## src/design/aging_name_registry_table_top_macros.svh

```systemverilog
// assertion macros for the registry table
`ifndef AGING_NAME_REGISTRY_TABLE_TOP_MACROS_SVH
`define AGING_NAME_REGISTRY_TABLE_TOP_MACROS_SVH
`ifndef SYNTH
`define ANR_ASSERT(label, clk, rst_n, prop, msg) \
    label: assert property (@(posedge clk) disable iff (!rst_n) prop) else $error(msg);
`define ANR_ASSERT_NORST(label, clk, prop, msg) \
    label: assert property (@(posedge clk) prop) else $error(msg);
`else
`define ANR_ASSERT(label, clk, rst_n, prop, msg)
`define ANR_ASSERT_NORST(label, clk, prop, msg)
`endif
`endif

```

## src/design/anrt_pkg.sv

```systemverilog
// ----------------------------------------------------------------------------
// anrt_pkg
// types and constants shared by the registry table modules
// ----------------------------------------------------------------------------
package anrt_pkg;

    localparam int TABLE_ENTRIES = 64;
    localparam int IDX_W = $clog2(TABLE_ENTRIES);
    localparam int CNT_W = $clog2(TABLE_ENTRIES + 1);
    localparam logic [15:0] STALE_RESET = 16'd30;
    localparam int QUEUE_DEPTH = 2;

    typedef enum logic [1:0] {
        OP_REGISTER  = 2'd0,
        OP_LOOKUP    = 2'd1,
        OP_HEARTBEAT = 2'd2,
        OP_PURGE     = 2'd3
    } op_t;

    typedef enum logic [1:0] {
        ST_OK      = 2'd0,
        ST_MISSING = 2'd1,
        ST_FULL    = 2'd2
    } status_t;

    typedef enum logic [0:0] {
        REG_STALE_LIMIT = 1'b0
    } reg_idx_t;

    typedef struct packed {
        logic [1:0]  op;
        logic [63:0] name_key;
        logic [31:0] ip_addr;
        logic [15:0] port_num;
        logic [31:0] now_time;
        logic [31:0] seq_tag;
    } req_t;

    typedef struct packed {
        logic [1:0]  status;
        logic [31:0] found_ip;
        logic [15:0] found_port;
        logic [6:0]  removed_count;
        logic [31:0] seq_echo;
    } rsp_t;

    // classified command handed from front to back
    typedef struct packed {
        op_t         op;
        logic        search;
        logic [63:0] name_key;
        logic [31:0] ip_addr;
        logic [15:0] port_num;
        logic [31:0] now_time;
        logic [31:0] seq_tag;
    } cmd_t;

endpackage

```

## src/design/anrt_front.sv

```systemverilog
// ----------------------------------------------------------------------------
// anrt_front
// accepts requests, classifies them and queues them for the back end
// ----------------------------------------------------------------------------
`include "aging_name_registry_table_top_macros.svh"
module anrt_front
    import anrt_pkg::*;
(
    input  logic clk,
    input  logic rst_n,
    input  logic in_valid,
    output logic in_ready,
    input  req_t in_data,
    output logic cmd_valid,
    input  logic cmd_ready,
    output cmd_t cmd_data
);

    cmd_t q_reg [QUEUE_DEPTH];
    logic [0:0] wp_reg, wp_next, rp_reg, rp_next;
    logic [1:0] cnt_reg, cnt_next;
    cmd_t cls;
    logic push, pop;

    always_comb
    begin
        cls.op       = op_t'(in_data.op);
        cls.search   = (in_data.op != OP_PURGE);
        cls.name_key = in_data.name_key;
        cls.ip_addr  = in_data.ip_addr;
        cls.port_num = in_data.port_num;
        cls.now_time = in_data.now_time;
        cls.seq_tag  = in_data.seq_tag;
    end

    assign in_ready  = (cnt_reg != 2'(QUEUE_DEPTH));
    assign cmd_valid = (cnt_reg != 2'd0);
    assign cmd_data  = q_reg[rp_reg];
    assign push = in_valid && in_ready;
    assign pop  = cmd_valid && cmd_ready;

    always_comb
    begin
        wp_next  = push ? wp_reg + 1'b1 : wp_reg;
        rp_next  = pop ? rp_reg + 1'b1 : rp_reg;
        cnt_next = cnt_reg + {1'b0, push} - {1'b0, pop};
    end

    always_ff @(posedge clk)
    begin
        if (push)
        begin
            q_reg[wp_reg] <= cls;
        end
    end

    always_ff @(posedge clk or negedge rst_n)
    begin
        if (!rst_n)
        begin
            wp_reg  <= '0;
            rp_reg  <= '0;
            cnt_reg <= '0;
        end
        else
        begin
            wp_reg  <= wp_next;
            rp_reg  <= rp_next;
            cnt_reg <= cnt_next;
        end
    end

    `ANR_ASSERT(a_cnt_range, clk, rst_n, cnt_reg <= 2'(QUEUE_DEPTH), "queue overfilled")
    `ANR_ASSERT(a_ptr_gap, clk, rst_n, (cnt_reg == 2'd1) |-> (wp_reg != rp_reg), "queue pointers disagree with count")
    `ANR_ASSERT(a_push_cnt, clk, rst_n, (push && !pop) |=> (cnt_reg == $past(cnt_reg) + 2'd1), "push lost")

endmodule

```

## config.mk

```make
export PLATFORM = sky130hd
export DESIGN_NAME = anrt_front
export DESIGN_NICKNAME = d
export VERILOG_FILES = /design/src/design/anrt_pkg.sv /design/src/design/anrt_front.sv
export VERILOG_INCLUDE_DIRS = /design/src /design/src/design
export SDC_FILE = /design/constraint.sdc
export NUM_CORES = 1
export LEC_CHECK = 0
export BUFFER_PORTS_ARGS = -buffer_cell sky130_fd_sc_hd__buf_2
export CORE_ASPECT_RATIO = 1.75
export CORE_UTILIZATION = 47
export CTS_CLUSTER_SIZE = 10
export DETAILED_ROUTE_END_ITERATION = 7
export HOLD_SLACK_MARGIN = 0.03
export PLACE_DENSITY = 0.75
export SLEW_MARGIN = 10
export SYNTH_ARGS = -nofsm -noshare
export SYNTH_HDL_FRONTEND = slang
export SYNTH_SLANG_ARGS = --single-unit
```

## constraint.sdc

```tcl
create_clock -name clk -period 8.81 [get_ports clk]
set_input_delay 0.4405 -clock clk [delete_from_list [all_inputs] [get_ports clk]]
set_output_delay 0.4405 -clock clk [all_outputs]
set_load 0.05 [all_outputs]
```

======== After elaboration in Yosys (flattened, before gate mapping) ========
Memory sizes are Yosys's and may differ from the RTL's.
Cells that the tools add are included.
storage, ports and cells
  bits of input ports ..................... 182
  memories kept ........................... 1
  word-level logic and storage cells ...... 15
  flip-flop bits (word level) ............. 4
  bits in writable memories ............... 358
memory list
  memory  words  width  rd ports  clocked after Yosys merged registers in  write ports  line              RTL
  q_reg   2      179    1         0                                        1            anrt_front.sv:19  cmd_t q_reg [QUEUE_DEPTH];
cells by class
  reduce and logical (&&, ||, !) cells .... 3
  equality and inequality tests ........... 2
  multiplexer cells ....................... 2
  $add $sub $neg .......................... 4
operator list
  operator               number
  $ne A2 B2 Y1 const B   2
  $add A1 B1 Y1 const B  2
  $add A2 B1 Y2          1
  $logic_and A1 B1 Y1    2
  $mux W1                2
  $reduce_bool A2 Y1     1
  $sub A2 B1 Y2          1

======== Depth between registers and ports, before layout ========
  depth after elaboration ................. 4
  mapped depth ............................ 5

======== Least setup slack after synthesis ========
Ideal clock, no wire load.
  path type ............................... register -> register
  start point ............................. reg cnt_reg[0]
  end point ............................... mem q_reg[0][0] (netlist name), enable pin
  slack ................................... -0.399 ns
  stages on the path, launching flop included .. 4
  data required time ...................... 8.088 ns
  data arrival time ....................... 8.487 ns
  buffers on the path ..................... 0
  cell sequence ........................... dfrtp_1 > nand2b_1 > nand2_1 > nor2_1
between the ends
  longest elaborated chain between the ends .. 4
RTL lines
  item                           line              RTL
  start: declaration             anrt_front.sv:21  logic [1:0] cnt_reg, cnt_next;
  start signal: assignment       anrt_front.sv:69  cnt_reg <= cnt_next;
  $ne A2 B2 Y1                   anrt_front.sv:36  assign in_ready = (cnt_reg != 2'(QUEUE_DEPTH));
  net in_ready                   anrt_front.sv:12  output logic in_ready,
  $logic_and A1 B1 Y1            anrt_front.sv:39  assign push = in_valid && in_ready;
  $mux W1                        anrt_front.sv:51  if (push)
  $mux W1 (implied by the code)  anrt_front.sv:53  q_reg[wp_reg] <= cls;
  end: declaration               anrt_front.sv:19
The timed path passes the listed nets, and every way through them passes these cells.

==> qor.csv <==
stage;metric;value;unit
pwr;p_switching;2745;uW
placement;placed_cells;1300;
global_routing;grt_pass1_wl;37950;um
worst_hold_path;hold_depth;1;
floorplanning;num_rows;81;
clocking;clock-sinks;362;
clocking;cts_buffers;42;
placement;dp_hpwl;17790;um
synth;yosys_warnings;0;
synth;seq_area_frac_synth;80.14;%
setup_path;critPathMaxStageDelay;1120;ps
placement;portBuffers;362;
setup_path;cp_max_fo;71;
clocking;clockBufferDepth;3;
drt;routedWlPerCell;19.68;um
pwr;internal-power;4096;uW
clocking;post-cts-setup-buffers;0;
drt;remaining_drc_errors;0;
sta;relSlewSlack;24.98;%
drt;vias;6710;
synth;synth.distinct_cells;19;
synth;avgSynthCellArea;23.34;um^2
floorplanning;fp.dieArea;29520;um^2
setup_path;crit_type;reg2out;
setup_path;worstPathRequired;8370;ps
cells_and_area;largest_reg_flops;358;
setup_path;end_kind;primary output;
cells_and_area;stdcell_count;1363;
drt;antenna_left;0;
global_routing;grt_use_total;17.67;%
pwr;p_clk_share;21.9;%
setup_path;cp.depth;3;
setup_path;path_delay_family;flip-flops;
placement;finalWeightedCongestion;0.7581;
floorplanning;coreArea;28170;um^2
floorplanning;ios;363;
setup_path;worstPathArrival;3260;ps
sta;finClkSkew;15.47;ps
setup_path;worstPathCellList;buf_4, mux2_2, buf_2;
sta;setup_violations;0;
setup_path;start_kind;flip-flop;
global_routing;grt_overflow;0;
pwr;leakage;0.006583;uW
pwr;p_seq_share;36.9;%
status;status;finished, final reports clean;
drt;drtPass1Iterations;6;
floorplanning;die_y;226.5;um
floorplanning;die_x;130.3;um
sta;rsz0062_at_grt;false;
clocking;clkLatencyLatePin;520;ps
setup_path;cp_num_buf_inv;2;
clocking;htreeDepth;2;
clocking;root_buffer;clkbuf_16;
synth;synth_area;13540;um^2
sta;layout_min_cycle_time;3703;ps
global_routing;grt_pass1_vias;7098;
setup_path;slowest_stage;dfrtp_4;
drt;avgViaCountPerCell;4.923;
synth;ys.flop_type;edfxtp_1;
pwr;ir_drop;0.0004201;V
clocking;cts_tree;yes;
synth;synth-edff-count;358;
pwr;switching_share;40.12;%
synth;ys_ff_latch;362;
worst_hold_path;hp-class;in2reg;
clocking;clk_pin_slew;60;ps
cells_and_area;mostFrequentLayoutCell;buf_2;
synth;postSynthNetCount;763;
synth;ys_async_sr_fraction;1.105;%
synth;synthCells;580;
sta;finalCritPeriodShare;42.03;%
drt;drt_iter0_markers;345;
global_routing;grt_max_degree;175;
cells_and_area;layout.cells.most_common_list;362 x buf_2, 358 x edfxtp_1, 100 x mux2_4, 79 x mux2_2, 45 x clkbuf_16;
global_routing;antenna_found_initial;10;
setup_path;r2r_slack;6030;ps
cells_and_area;drive_gt1_share;60.90;%
pwr;power_density;404.8;nW/um^2
cells_and_area;final_nets;1155;
setup_path;r2r_cells;3;
drt;wirelength;26830;um
sta;max_freq;270.0;MHz
sta;setup_tns;0;ps
sta;drv_slew;0;
pwr;comb_power_share;41.2;%
floorplanning;start_util;48.05;%
sta;final-hold-violation-count;0;
job;cap_violations;0;
sta;worst_pin_slew;1125;ps
cells_and_area;area.growth.synth_to_final;24.83;%
[kinds of logic (layout without fill, tap and decap cells)]
| family | after synthesis | count (layout) | synth area share (%) |
|---|---|---|---|
| other | 0 | 8 | 0 |
| buffers and inverters | 20 | 422 | 1.294 |
| DFF | 362 | 362 | 80.14 |
| adders and majority gates | 1 | 1 | 0.09240 |
| muxes | 179 | 179 | 17.66 |
| xor gates and xnor gates | 3 | 3 | 0.1941 |
| AOI/OAI and AO/OA | 4 | 4 | 0.2310 |
| and+or+nand+nor | 11 | 11 | 0.3882 |
[layout make-up]
type | count | area, um^2
clock buffer | 51 | 1149
fill | 2114 | 11270
antenna | 8 | 20.02
timing repair buffer | 368 | 1872
clock inverter | 3 | 13.76
multi-input combinational | 198 | 2526
tap | 373 | 466.7
sequential | 362 | 10850
[layer usage]
layer	wire [um]	global-route usage [%]
met1	8692	16.76
met2	15110	33.58
met3	1876	4.814
met4	1128	9.152
met5	20	0
[worst reg2reg max path, cell delays in order, from the launching register on]
cell and delay [ps]:
dfrtp_1 440, nand2b_1 190, and3_4 940, buf_4 760
[Yosys cell counts, types with 3 or more instances]
master / n / area, um^2
edfxtp_1: 358 / 10750
mux2_4: 100 / 1501
mux2_2: 79 / 889.6
buf_6: 12 / 135.1
buf_2: 8 / 40.04
dfrtp_1: 4 / 100.1
nand2_1: 3 / 11.26
nor2_1: 3 / 11.26
xnor2_1: 3 / 26.28
[path summary, 6_finish.rpt]
kind,to,from
worst max-delay path,cmd_data[12],rp_reg
worst min-delay path,q_reg[1][29],in_data[29]
min in group asynchronous,wp_reg,rst_n
worst min register to register,wp_reg,wp_reg
worst max register to register,q_reg[1][27],cnt_reg[0]
max in group asynchronous,rp_reg,rst_n
[power by group through the flow]
stage	Clock (uW)	Sequential, uW	Combinational (uW)
after detailed placement	0	2560	2850
after global placement	0	2540	2830
after global routing	1590	2560	2940
final	1500	2530	2820
after floorplan	0	2520	2370
after CTS	1540	2530	2850
[stage by stage]
step	instance area, um^2	total power (uW)	worst slack (ps)	hold slack (ps)	util (%)
5_1_grt	16900	7089	4953	73.34	59.99
3_3_place_gp	15710	5373	5622	252.9	55.76
6_report	16900	6841	5107	103.6	59.99
3_5_place_dp	15710	5409	5616	255.8	55.76
4_1_cts	16880	6919	5040	69.76	59.92
2_1_floorplan	13540	4897	2615	144.9	-
[repair_timing]
action	in CTS	in global routing
gates resized for setup	0	0
setup endpoints to repair	0	0
hold buffers	1	0
hold endpoints to repair	4	0
Power figures use the tool's default switching activity.
